$ cat config.mk
export PLATFORM = sky130hd
export DESIGN_NAME = mixed_format_scaled_accumulate_core
export DESIGN_NICKNAME = d
export VERILOG_FILES = /design/src/hw/rtl/msa_pkg.sv /design/src/hw/rtl/mixed_format_scaled_accumulate_core.sv /design/src/hw/rtl/msa_front.sv /design/src/hw/rtl/msa_queue.sv /design/src/hw/rtl/msa_back.sv
export SDC_FILE = /design/constraint.sdc
export NUM_CORES = 2
export LEC_CHECK = 0
export ABC_AREA = 1
export CAP_MARGIN = 20
export CORE_ASPECT_RATIO = 2
export CORE_MARGIN = 4
export CORE_UTILIZATION = 35
export CTS_CLUSTER_SIZE = 40
export DETAILED_ROUTE_END_ITERATION = 6
export DONT_BUFFER_PORTS = 1
export SYNTH_ARGS = -nofsm -noshare
export SYNTH_HDL_FRONTEND = slang
export SYNTH_SLANG_ARGS = --single-unit
export TNS_END_PERCENT = 5
$ cat constraint.sdc
create_clock -name clk -period 57.8 [get_ports clk]
set_input_delay 5.78 -clock clk [delete_from_list [all_inputs] [get_ports clk]]
set_output_delay 5.78 -clock clk [all_outputs]
set_load 0.02 [all_outputs]
$ cat src/hw/rtl/msa_pkg.sv
// Package: shared types, constants and binary32 helper functions.
`default_nettype none
package msa_pkg;

    localparam int QDEPTH = 4;
    localparam int QPTR_W = $clog2(QDEPTH);
    localparam int CFG_INDEX_W = 8;

    localparam logic [CFG_INDEX_W-1:0] REG_SCALE  = 8'd0;
    localparam logic [CFG_INDEX_W-1:0] REG_FORMAT = 8'd1;

    localparam logic [1:0] FMT_FP32 = 2'd0;
    localparam logic [1:0] FMT_FP16 = 2'd1;
    localparam logic [1:0] FMT_BYTE = 2'd2;

    localparam logic [31:0] QNAN = 32'h7fc00000;
    localparam logic [31:0] HALF_REBIAS = 32'h38000000;

    typedef struct packed {
        logic [31:0] x_bits;
        logic [31:0] y_bits;
        logic        last;
    } q_item_t;

    function automatic logic [5:0] lzc48(input logic [47:0] v);
        logic [5:0] n;
        logic       found;
        n = '0;
        found = 1'b0;
        for (int i = 47; i >= 0; i--) begin
            if (!found) begin
                if (v[i]) found = 1'b1;
                else n = n + 6'd1;
            end
        end
        return n;
    endfunction

    function automatic logic [4:0] lzc27(input logic [26:0] v);
        logic [4:0] n;
        logic       found;
        n = '0;
        found = 1'b0;
        for (int i = 26; i >= 0; i--) begin
            if (!found) begin
                if (v[i]) found = 1'b1;
                else n = n + 5'd1;
            end
        end
        return n;
    endfunction

    // right shift keeping a sticky lsb
    function automatic logic [26:0] shr_sticky27(input logic [26:0] v, input logic [10:0] amt);
        logic [26:0] sh;
        logic        lost;
        sh = '0;
        lost = 1'b0;
        if (amt > 11'd26) begin
            sh = '0;
            lost = |v;
        end else begin
            sh = v >> amt[4:0];
            lost = |(v & ~(27'h7ffffff << amt[4:0]));
        end
        return {sh[26:1], sh[0] | lost};
    endfunction

    // sig: [26] hidden, [25:3] fraction, [2] guard, [1:0] sticky; exp biased
    function automatic logic [31:0] round_pack(input logic sign, input logic signed [10:0] exp,
                                               input logic [26:0] sig);
        logic [26:0] sh;
        logic [7:0]  e8;
        logic        up;
        logic [30:0] mag;
        logic [10:0] amt;
        sh = sig;
        e8 = '0;
        amt = '0;
        if (exp >= 11'sd255) begin
            return {sign, 8'hff, 23'd0};
        end
        if (exp <= 11'sd0) begin
            amt = 11'd1 - $unsigned(exp);
            sh = shr_sticky27(sig, amt);
            e8 = 8'd0;
        end else begin
            e8 = exp[7:0];
        end
        up = sh[2] & (sh[3] | sh[1] | sh[0]);
        // carry runs into the exponent: subnormal to normal, max to inf
        mag = {e8, sh[25:3]} + {30'd0, up};
        return {sign, mag};
    endfunction

endpackage
`default_nettype wire

$ cat src/hw/rtl/mixed_format_scaled_accumulate_core.sv
// Top level: scaled accumulate y + a*x over fp32, fp16 or byte sources.
//
// Takes one word per cycle and returns one word per cycle while the output is
// not stalled. The accepting edge writes the four-entry queue behind the input
// port; from the queue head the word passes through the registers for multiply,
// normalize, round, align-add, normalize and the final rounding into the output
// register. The output register stalls the pipeline
// as a whole when it holds a word and m_axis_tready is low; the queue keeps
// taking input words until it is full. Product and sum are each rounded to
// nearest even; NaN results come out as 0x7fc00000. Write scale (index 0)
// and source format (index 1) only while no words are in flight.
`default_nettype none
module mixed_format_scaled_accumulate_core
    import msa_pkg::*;
(
    input  wire logic                   clk,
    input  wire logic                   rst_n,
    input  wire logic                   s_axis_tvalid,
    output logic                        s_axis_tready,
    input  wire logic [63:0]            s_axis_tdata,  // x_value[31:0], y_value[63:32]
    input  wire logic                   s_axis_tlast,
    output logic                        m_axis_tvalid,
    input  wire logic                   m_axis_tready,
    output logic [31:0]                 m_axis_tdata,  // y_new[31:0]
    output logic                        m_axis_tlast,
    input  wire logic                   cfg_valid,
    output logic                        cfg_ready,
    input  wire logic [CFG_INDEX_W-1:0] cfg_index,
    input  wire logic [31:0]            cfg_data
);

    logic        q_full;
    logic        q_push;
    logic        q_pop;
    logic        q_empty;
    q_item_t     q_item;
    q_item_t     q_head;
    logic [31:0] scale_bits;

    msa_front u_front (
        .clk           (clk),
        .rst_n         (rst_n),
        .s_axis_tvalid (s_axis_tvalid),
        .s_axis_tready (s_axis_tready),
        .s_axis_tdata  (s_axis_tdata),
        .s_axis_tlast  (s_axis_tlast),
        .cfg_valid     (cfg_valid),
        .cfg_ready     (cfg_ready),
        .cfg_index     (cfg_index),
        .cfg_data      (cfg_data),
        .q_full        (q_full),
        .q_push        (q_push),
        .q_item        (q_item),
        .scale_bits    (scale_bits)
    );

    msa_queue u_queue (
        .clk       (clk),
        .rst_n     (rst_n),
        .push      (q_push),
        .push_item (q_item),
        .full      (q_full),
        .pop       (q_pop),
        .empty     (q_empty),
        .head      (q_head)
    );

    msa_back u_back (
        .clk           (clk),
        .rst_n         (rst_n),
        .scale_bits    (scale_bits),
        .q_empty       (q_empty),
        .q_head        (q_head),
        .q_pop         (q_pop),
        .m_axis_tvalid (m_axis_tvalid),
        .m_axis_tready (m_axis_tready),
        .m_axis_tdata  (m_axis_tdata),
        .m_axis_tlast  (m_axis_tlast)
    );

endmodule
`default_nettype wire

$ cat src/hw/rtl/msa_front.sv
// Front end: config registers, input acceptance and source conversion.
`default_nettype none
module msa_front
    import msa_pkg::*;
(
    input  wire logic                   clk,
    input  wire logic                   rst_n,
    input  wire logic                   s_axis_tvalid,
    output logic                        s_axis_tready,
    input  wire logic [63:0]            s_axis_tdata,  // x_value[31:0], y_value[63:32]
    input  wire logic                   s_axis_tlast,
    input  wire logic                   cfg_valid,
    output logic                        cfg_ready,
    input  wire logic [CFG_INDEX_W-1:0] cfg_index,
    input  wire logic [31:0]            cfg_data,
    input  wire logic                   q_full,
    output logic                        q_push,
    output q_item_t                     q_item,
    output logic [31:0]                 scale_bits
);

    logic [31:0] scale_reg;
    logic [1:0]  format_reg;
    logic [31:0] x_raw;
    logic [31:0] x_conv;
    logic [31:0] half_mag;
    logic [7:0]  byte_val;
    logic [7:0]  byte_norm;
    logic [2:0]  byte_lz;

    assign cfg_ready = 1'b1;
    assign scale_bits = scale_reg;
    assign s_axis_tready = ~q_full;
    assign q_push = s_axis_tvalid & ~q_full;
    assign x_raw = s_axis_tdata[31:0];

    always_ff @(posedge clk or negedge rst_n)
    begin
        if (!rst_n)
        begin
            scale_reg <= '0;
            format_reg <= FMT_FP32;
        end
        else if (cfg_valid)
        begin
            if (cfg_index == REG_SCALE) scale_reg <= cfg_data;
            else if (cfg_index == REG_FORMAT) format_reg <= cfg_data[1:0];
        end
    end

    always_comb
    begin
        byte_val = x_raw[7:0];
        byte_lz = '0;
        for (int i = 0; i < 8; i++)
        begin
            if (byte_val[i]) byte_lz = 3'(7 - i);
        end
        byte_norm = byte_val << byte_lz;
        half_mag = ({17'd0, x_raw[14:0]} << 13) + HALF_REBIAS;
        if (x_raw[14:10] == 5'd0) half_mag = '0;
        case (format_reg)
            FMT_FP16: x_conv = half_mag | {x_raw[15], 31'd0};
            FMT_BYTE:
            begin
                if (byte_val == 8'd0) x_conv = '0;
                else x_conv = {1'b0, 8'd134 - {5'd0, byte_lz}, byte_norm[6:0], 16'd0};
            end
            default: x_conv = x_raw;
        endcase
    end

    assign q_item = '{x_bits: x_conv, y_bits: s_axis_tdata[63:32], last: s_axis_tlast};

endmodule
`default_nettype wire

$ cat src/hw/rtl/msa_queue.sv
// Short queue between the front end and the arithmetic pipeline.
`default_nettype none
module msa_queue
    import msa_pkg::*;
(
    input  wire logic    clk,
    input  wire logic    rst_n,
    input  wire logic    push,
    input  q_item_t      push_item,
    output logic         full,
    input  wire logic    pop,
    output logic         empty,
    output q_item_t      head
);

    q_item_t            mem_reg [QDEPTH];
    logic [QPTR_W-1:0]  wptr_reg;
    logic [QPTR_W-1:0]  rptr_reg;
    logic [QPTR_W:0]    count_reg;

    assign full = (count_reg == (QPTR_W+1)'(QDEPTH));
    assign empty = (count_reg == '0);
    assign head = mem_reg[rptr_reg];

    always_ff @(posedge clk)
    begin
        if (push) mem_reg[wptr_reg] <= push_item;
    end

    always_ff @(posedge clk or negedge rst_n)
    begin
        if (!rst_n)
        begin
            wptr_reg <= '0;
            rptr_reg <= '0;
            count_reg <= '0;
        end
        else
        begin
            if (push) wptr_reg <= wptr_reg + 1'b1;
            if (pop) rptr_reg <= rptr_reg + 1'b1;
            if (push && !pop) count_reg <= count_reg + 1'b1;
            else if (pop && !push) count_reg <= count_reg - 1'b1;
        end
    end

endmodule
`default_nettype wire

$ cat src/hw/rtl/msa_back.sv
// Back end: pipelined binary32 multiply then add, with output register.
`default_nettype none
module msa_back
    import msa_pkg::*;
(
    input  wire logic        clk,
    input  wire logic        rst_n,
    input  wire logic [31:0] scale_bits,
    input  wire logic        q_empty,
    input  q_item_t          q_head,
    output logic             q_pop,
    output logic             m_axis_tvalid,
    input  wire logic        m_axis_tready,
    output logic [31:0]      m_axis_tdata,  // y_new[31:0]
    output logic             m_axis_tlast
);

    logic adv;
    logic v1_reg, v2_reg, v3_reg, v4_reg, v5_reg, vo_reg;

    // stage 1: product of significands
    logic [47:0]        prod_reg, prod_next;
    logic signed [10:0] e1_reg, e1_next;
    logic               ps1_reg, ps1_next;
    logic               pspec1_reg, pspec1_next;
    logic [31:0]        pbits1_reg, pbits1_next;
    logic [31:0]        y1_reg;
    logic               l1_reg;
    // stage 2: normalized product
    logic [26:0]        sig2_reg, sig2_next;
    logic signed [10:0] e2_reg, e2_next;
    logic               ps2_reg, pspec2_reg;
    logic [31:0]        pbits2_reg, y2_reg;
    logic               l2_reg;
    // stage 3: rounded product
    logic [31:0]        p3_reg, p3_next, y3_reg;
    logic               l3_reg;
    // stage 4: aligned sum
    logic [27:0]        sum4_reg, sum4_next;
    logic [7:0]         e4_reg, e4_next;
    logic               s4_reg, s4_next, zs4_reg, zs4_next;
    logic               spec4_reg, spec4_next;
    logic [31:0]        sbits4_reg, sbits4_next;
    logic               l4_reg;
    // stage 5: normalized sum
    logic [26:0]        sig5_reg, sig5_next;
    logic signed [10:0] e5_reg, e5_next;
    logic               s5_reg, zs5_reg, zero5_reg, zero5_next, spec5_reg;
    logic [31:0]        sbits5_reg;
    logic               l5_reg;
    // output
    logic [31:0]        out_reg, out_next;
    logic               lo_reg;

    assign adv = ~vo_reg | m_axis_tready;
    assign q_pop = adv & ~q_empty;
    assign m_axis_tvalid = vo_reg;
    assign m_axis_tdata = out_reg;
    assign m_axis_tlast = lo_reg;

    // stage 1
    always_comb
    begin
        logic [7:0]  ea, eb;
        logic [22:0] fa, fb;
        logic        a_nan, b_nan, a_inf, b_inf, a_zero, b_zero;
        ea = scale_bits[30:23];
        fa = scale_bits[22:0];
        eb = q_head.x_bits[30:23];
        fb = q_head.x_bits[22:0];
        a_nan = (ea == 8'hff) && (fa != 23'd0);
        b_nan = (eb == 8'hff) && (fb != 23'd0);
        a_inf = (ea == 8'hff) && (fa == 23'd0);
        b_inf = (eb == 8'hff) && (fb == 23'd0);
        a_zero = (scale_bits[30:0] == 31'd0);
        b_zero = (q_head.x_bits[30:0] == 31'd0);
        ps1_next = scale_bits[31] ^ q_head.x_bits[31];
        prod_next = {24'd0, ea != 8'd0, fa} * {24'd0, eb != 8'd0, fb};
        e1_next = $signed({3'd0, (ea == 8'd0) ? 8'd1 : ea})
                + $signed({3'd0, (eb == 8'd0) ? 8'd1 : eb}) - 11'sd126;
        pspec1_next = 1'b1;
        if (a_nan || b_nan || (a_inf && b_zero) || (b_inf && a_zero)) pbits1_next = QNAN;
        else if (a_inf || b_inf) pbits1_next = {ps1_next, 8'hff, 23'd0};
        else if (a_zero || b_zero) pbits1_next = {ps1_next, 31'd0};
        else
        begin
            pbits1_next = '0;
            pspec1_next = 1'b0;
        end
    end

    // stage 2
    always_comb
    begin
        logic [5:0]  lz;
        logic [47:0] pn;
        lz = lzc48(prod_reg);
        pn = prod_reg << lz;
        e2_next = e1_reg - $signed({5'd0, lz});
        sig2_next = {pn[47:22], |pn[21:0]};
    end

    // stage 3
    assign p3_next = pspec2_reg ? pbits2_reg : round_pack(ps2_reg, e2_reg, sig2_reg);

    // stage 4
    always_comb
    begin
        logic [7:0]  ey, ep, eb, es, d;
        logic        y_nan, p_nan, y_inf, p_inf, swap;
        logic [23:0] mb, ms;
        logic [26:0] ms_al;
        ey = y3_reg[30:23];
        ep = p3_reg[30:23];
        y_nan = (ey == 8'hff) && (y3_reg[22:0] != 23'd0);
        p_nan = (ep == 8'hff) && (p3_reg[22:0] != 23'd0);
        y_inf = (ey == 8'hff) && (y3_reg[22:0] == 23'd0);
        p_inf = (ep == 8'hff) && (p3_reg[22:0] == 23'd0);
        swap = (p3_reg[30:0] > y3_reg[30:0]);
        eb = swap ? ep : ey;
        es = swap ? ey : ep;
        mb = swap ? {ep != 8'd0, p3_reg[22:0]} : {ey != 8'd0, y3_reg[22:0]};
        ms = swap ? {ey != 8'd0, y3_reg[22:0]} : {ep != 8'd0, p3_reg[22:0]};
        eb = (eb == 8'd0) ? 8'd1 : eb;
        es = (es == 8'd0) ? 8'd1 : es;
        d = eb - es;
        ms_al = shr_sticky27({ms, 3'd0}, {3'd0, d});
        if (y3_reg[31] ^ p3_reg[31]) sum4_next = {1'b0, mb, 3'd0} - {1'b0, ms_al};
        else sum4_next = {1'b0, mb, 3'd0} + {1'b0, ms_al};
        e4_next = eb;
        s4_next = swap ? p3_reg[31] : y3_reg[31];
        zs4_next = y3_reg[31] & p3_reg[31];
        spec4_next = 1'b1;
        if (y_nan || p_nan || (y_inf && p_inf && (y3_reg[31] != p3_reg[31]))) sbits4_next = QNAN;
        else if (y_inf) sbits4_next = {y3_reg[31], 8'hff, 23'd0};
        else if (p_inf) sbits4_next = {p3_reg[31], 8'hff, 23'd0};
        else
        begin
            sbits4_next = '0;
            spec4_next = 1'b0;
        end
    end

    // stage 5
    always_comb
    begin
        logic [4:0] lz;
        lz = lzc27(sum4_reg[26:0]);
        zero5_next = (sum4_reg == 28'd0);
        if (sum4_reg[27])
        begin
            sig5_next = {sum4_reg[27:2], sum4_reg[1] | sum4_reg[0]};
            e5_next = $signed({3'd0, e4_reg}) + 11'sd1;
        end
        else
        begin
            sig5_next = sum4_reg[26:0] << lz;
            e5_next = $signed({3'd0, e4_reg}) - $signed({6'd0, lz});
        end
    end

    // output
    always_comb
    begin
        if (spec5_reg) out_next = sbits5_reg;
        else if (zero5_reg) out_next = {zs5_reg, 31'd0};
        else out_next = round_pack(s5_reg, e5_reg, sig5_reg);
    end

    always_ff @(posedge clk or negedge rst_n)
    begin
        if (!rst_n)
        begin
            v1_reg <= 1'b0;
            v2_reg <= 1'b0;
            v3_reg <= 1'b0;
            v4_reg <= 1'b0;
            v5_reg <= 1'b0;
            vo_reg <= 1'b0;
        end
        else if (adv)
        begin
            v1_reg <= ~q_empty;
            v2_reg <= v1_reg;
            v3_reg <= v2_reg;
            v4_reg <= v3_reg;
            v5_reg <= v4_reg;
            vo_reg <= v5_reg;
        end
    end

    always_ff @(posedge clk)
    begin
        if (adv)
        begin
            prod_reg <= prod_next;
            e1_reg <= e1_next;
            ps1_reg <= ps1_next;
            pspec1_reg <= pspec1_next;
            pbits1_reg <= pbits1_next;
            y1_reg <= q_head.y_bits;
            l1_reg <= q_head.last;

            sig2_reg <= sig2_next;
            e2_reg <= e2_next;
            ps2_reg <= ps1_reg;
            pspec2_reg <= pspec1_reg;
            pbits2_reg <= pbits1_reg;
            y2_reg <= y1_reg;
            l2_reg <= l1_reg;

            p3_reg <= p3_next;
            y3_reg <= y2_reg;
            l3_reg <= l2_reg;

            sum4_reg <= sum4_next;
            e4_reg <= e4_next;
            s4_reg <= s4_next;
            zs4_reg <= zs4_next;
            spec4_reg <= spec4_next;
            sbits4_reg <= sbits4_next;
            l4_reg <= l3_reg;

            sig5_reg <= sig5_next;
            e5_reg <= e5_next;
            s5_reg <= s4_reg;
            zs5_reg <= zs4_reg;
            zero5_reg <= zero5_next;
            spec5_reg <= spec4_reg;
            sbits5_reg <= sbits4_reg;
            l5_reg <= l4_reg;

            out_reg <= out_next;
            lo_reg <= l5_reg;
        end
    end

endmodule
`default_nettype wire

==> reports/metrics.csv <==
stage,metric,value,unit
cts,Root Driver,clkbuf_16,
grt,number of global-route vias before repair,57200,
die,FP Rows,221,
final_layout,synth-to-layout area growth,7.43,%
cts,TritonCTS Buffers,70,
grt,pin count of the biggest net entering global routing,125,
critical_path,CP max FO,45,
place,GPL Wtd Cong,1.00,
critical_path,Worst path most repeated cell,nand2_1,
yosys,unique cell type count in the Yosys netlist,79,
critical_path,Worst EP arrival,27.48,ns
critical_path,delay of the slowest critical-path stage,0.72,ns
critical_path,Worst setup SP type,flop,
final_layout,fraction of layout cells with a size suffix above 1,4.79,%
timing,Setup TNS,0,ns
yosys,ys async rst share,7.08,%
yosys,top_reg_cell synth,edfxtp_1,
cts,Hold Buf Count CTS,0,
yosys,mapped cell area,64100,um^2
route,final wirelength,225000,um
hold_path,Hold Crit Class,flop to flop,
route,residual DRC count,0,
yosys,Mapped Cells,8109,
yosys,cell taking the most area after synthesis,edfxtp_1,
cts,post-CTS sizing,0,
place,Port Buffers,0,
timing,clock period minus worst slack,27.06,ns
die,die height,613,um
timing,Max Clk Rate,37.0,MHz
yosys,Yosys reg bits,664,
yosys,"EDFF count, synth",617,
yosys,register area share after synthesis,30.7,%
grt,GR Overflow Total,0,
critical_path,crit end category,flop,
run_status,status,finished clean,
timing,Hold Fails Final Rpt,0,
final_layout,max reg flops,260,
die,die width,311,um
timing,Finish-stage setup viols,0,
cts,worst skew pair latency,0.69,ns
route,Pre-antenna DRT Iters,6,
die,Initial Util,35.3,%
yosys,top-count cell post-synth,nand2_1,
place,Post-DP HPWL,179000,um
yosys,share of the synthesized area in the top cell type,28.9,%
die,I/O Pins,146,
critical_path,"Buf+Inv Stages, Crit Path",44,
critical_path,"Req. time, crit path",58.21,ns
critical_path,Crit Path Class,flop to flop,
flow_run,Max-Cap Viols,0,
cts,TritonCTS clock tree,yes,
grt,GR Util All Layers,23.2,%
cts,clk sinks,664,
timing,clock skew,0.0554,ns
yosys,YS warnings,0,
die,full die area,190000,um^2
critical_path,"CP delay by family, top",adder cells,
route,Via density,5.34,
cts,CTS max path bufs,3,
route,initial DRC count,3213,
cts,CTS H-Tree Depth,3,
die,core area,182000,um^2
timing,RSZ-0062 raised after global routing,false,
final_layout,final std cells w/o fill,10400,
timing,Slew @ Worst Pin,1.33,ns
yosys,"top cells by count, synth","nand2_1 (1853), inv_1 (1345), nor2_1 (783), edfxtp_1 (617), o21ai_0 (605)",
timing,slew margin rel.,10.5,%
place,placed cell count,10200,
timing,Tcrit/Tclk final,46.8,%
yosys,Synth area leaders,"edfxtp_1 (29%), fa_1 (15%), nand2_1 (11%)",
critical_path,critical path's slowest cell,inv_2,
grt,first-pass GRT wire length,335000,um
grt,initial antenna violation count,4,
route,via count,55300,
yosys,syn avg cell area,7.90,um^2
final_layout,# nets final,8944,
yosys,Synthesized Nets,9081,
cts,"Reg clk slew, reported paths",0.07,ns
route,Routed Antenna Nets,0,
route,wire per inst,21.7,um
timing,"Slew Viols, Final",0,
final_layout,fin util,37.9,%
cts,Setup Buffers After CTS,0,
layer usage:
| layer | up-vias | track usage [%] | wire, um | share of wire, % |
|---|---|---|---|---|
| met5 | - | 0 | 16 | 0.0071 |
| met4 | 2 | 23.5 | 27700 | 12 |
| met3 | 958 | 3.23 | 10200 | 4.5 |
| met2 | 1880 | 45.0 | 121000 | 54 |
| met1 | 26600 | 19.3 | 66300 | 29 |
| li1 | 25900 | - | - | - |
cells by family after synthesis:
kind of cell	synth area share, %
DFF	30.7
xor gates and xnor gates	2.21
buffers and inverters	10.6
AOI/OAI and AO/OA	11.7
and+or+nand+nor	21.6
adders and majority gates	22.5
other	0.00585
muxes	0.580
path summary, 6_finish.rpt:
kind,to,start,cells after the start,slack (ns)
max,u_back.e2_reg[10]$_DFFE_PP_,u_back.prod_reg[46]$_DFFE_PP_,183,30.74
min,u_back.y3_reg[2]$_DFFE_PP_,u_back.y2_reg[2]$_DFFE_PP_,0,0.40
max reg2reg,u_back.e2_reg[10]$_DFFE_PP_,u_back.prod_reg[46]$_DFFE_PP_,183,30.74
min reg2reg,u_back.y3_reg[2]$_DFFE_PP_,u_back.y2_reg[2]$_DFFE_PP_,0,0.40
max in group asynchronous,u_front.scale_bits[12]$_DFFE_PN0P_,rst_n,0,52.83
min in group asynchronous,u_front.scale_bits[15]$_DFFE_PN0P_,rst_n,0,4.79
layout by cell type, fill, tap and decap left out, drive strengths merged, types with 8 or more instances in the layout:
cell type	Yosys	layout
nand4	84	84
o21ai	700	700
or2	35	35
a22oi	27	27
o21a	15	15
nor2	826	826
nor4	39	39
fa	488	488
xor2	112	112
inv	1394	1400
nand2	1864	1864
a21oi	310	310
o211ai	37	37
mux2	9	9
clkinv	25	55
ha	374	374
bufinv	0	9
a31oi	29	29
o22ai	97	97
xnor2	50	50
edfxtp	617	617
o32ai	8	8
nand3	373	373
o31ai	13	13
a211oi	9	9
clkbuf	252	80
mux2i	27	27
dfrtp	47	47
buf	63	104
nor3	68	68
o221ai	33	33
through the flow:
| step | cell area (um^2) | hold slack [ns] | setup WS, ns |
|---|---|---|---|
| after detailed placement | 66400 | 0.405 | 30.60 |
| final | 68800 | 0.402 | 30.74 |
| after floorplan | 64100 | 0.400 | 33.01 |
| after CTS | 68800 | 0.391 | 30.59 |
| after global routing | 68800 | 0.410 | 28.20 |
| after global placement | 66400 | 0.403 | 30.41 |
area by class of cell:
type,instances,area [um^2]
fillers,18600,113000
well taps,2341,2930
inverters,1419,5360
clock inverters,47,569
diodes,2,5.00
clock buffers,77,1790
flip-flops and latches,664,19700
multi-input cells,5710,37600
repair buffers,107,846
worst register-to-register path: cells and delay by family, from the launching register on:
| family | cells | cell delay, ns |
|---|---|---|
| fa+ha+maj | 46 | 12.90 |
| simple gates | 80 | 8.36 |
| flops | 1 | 0.44 |
| xor+xnor | 1 | 0.09 |
| compound gates | 12 | 2.01 |
| buf+inv | 44 | 3.11 |
Power is left out: the tool's default activity adds up to more than one toggle a clock period on the data nets, which glitch-free logic cannot reach.
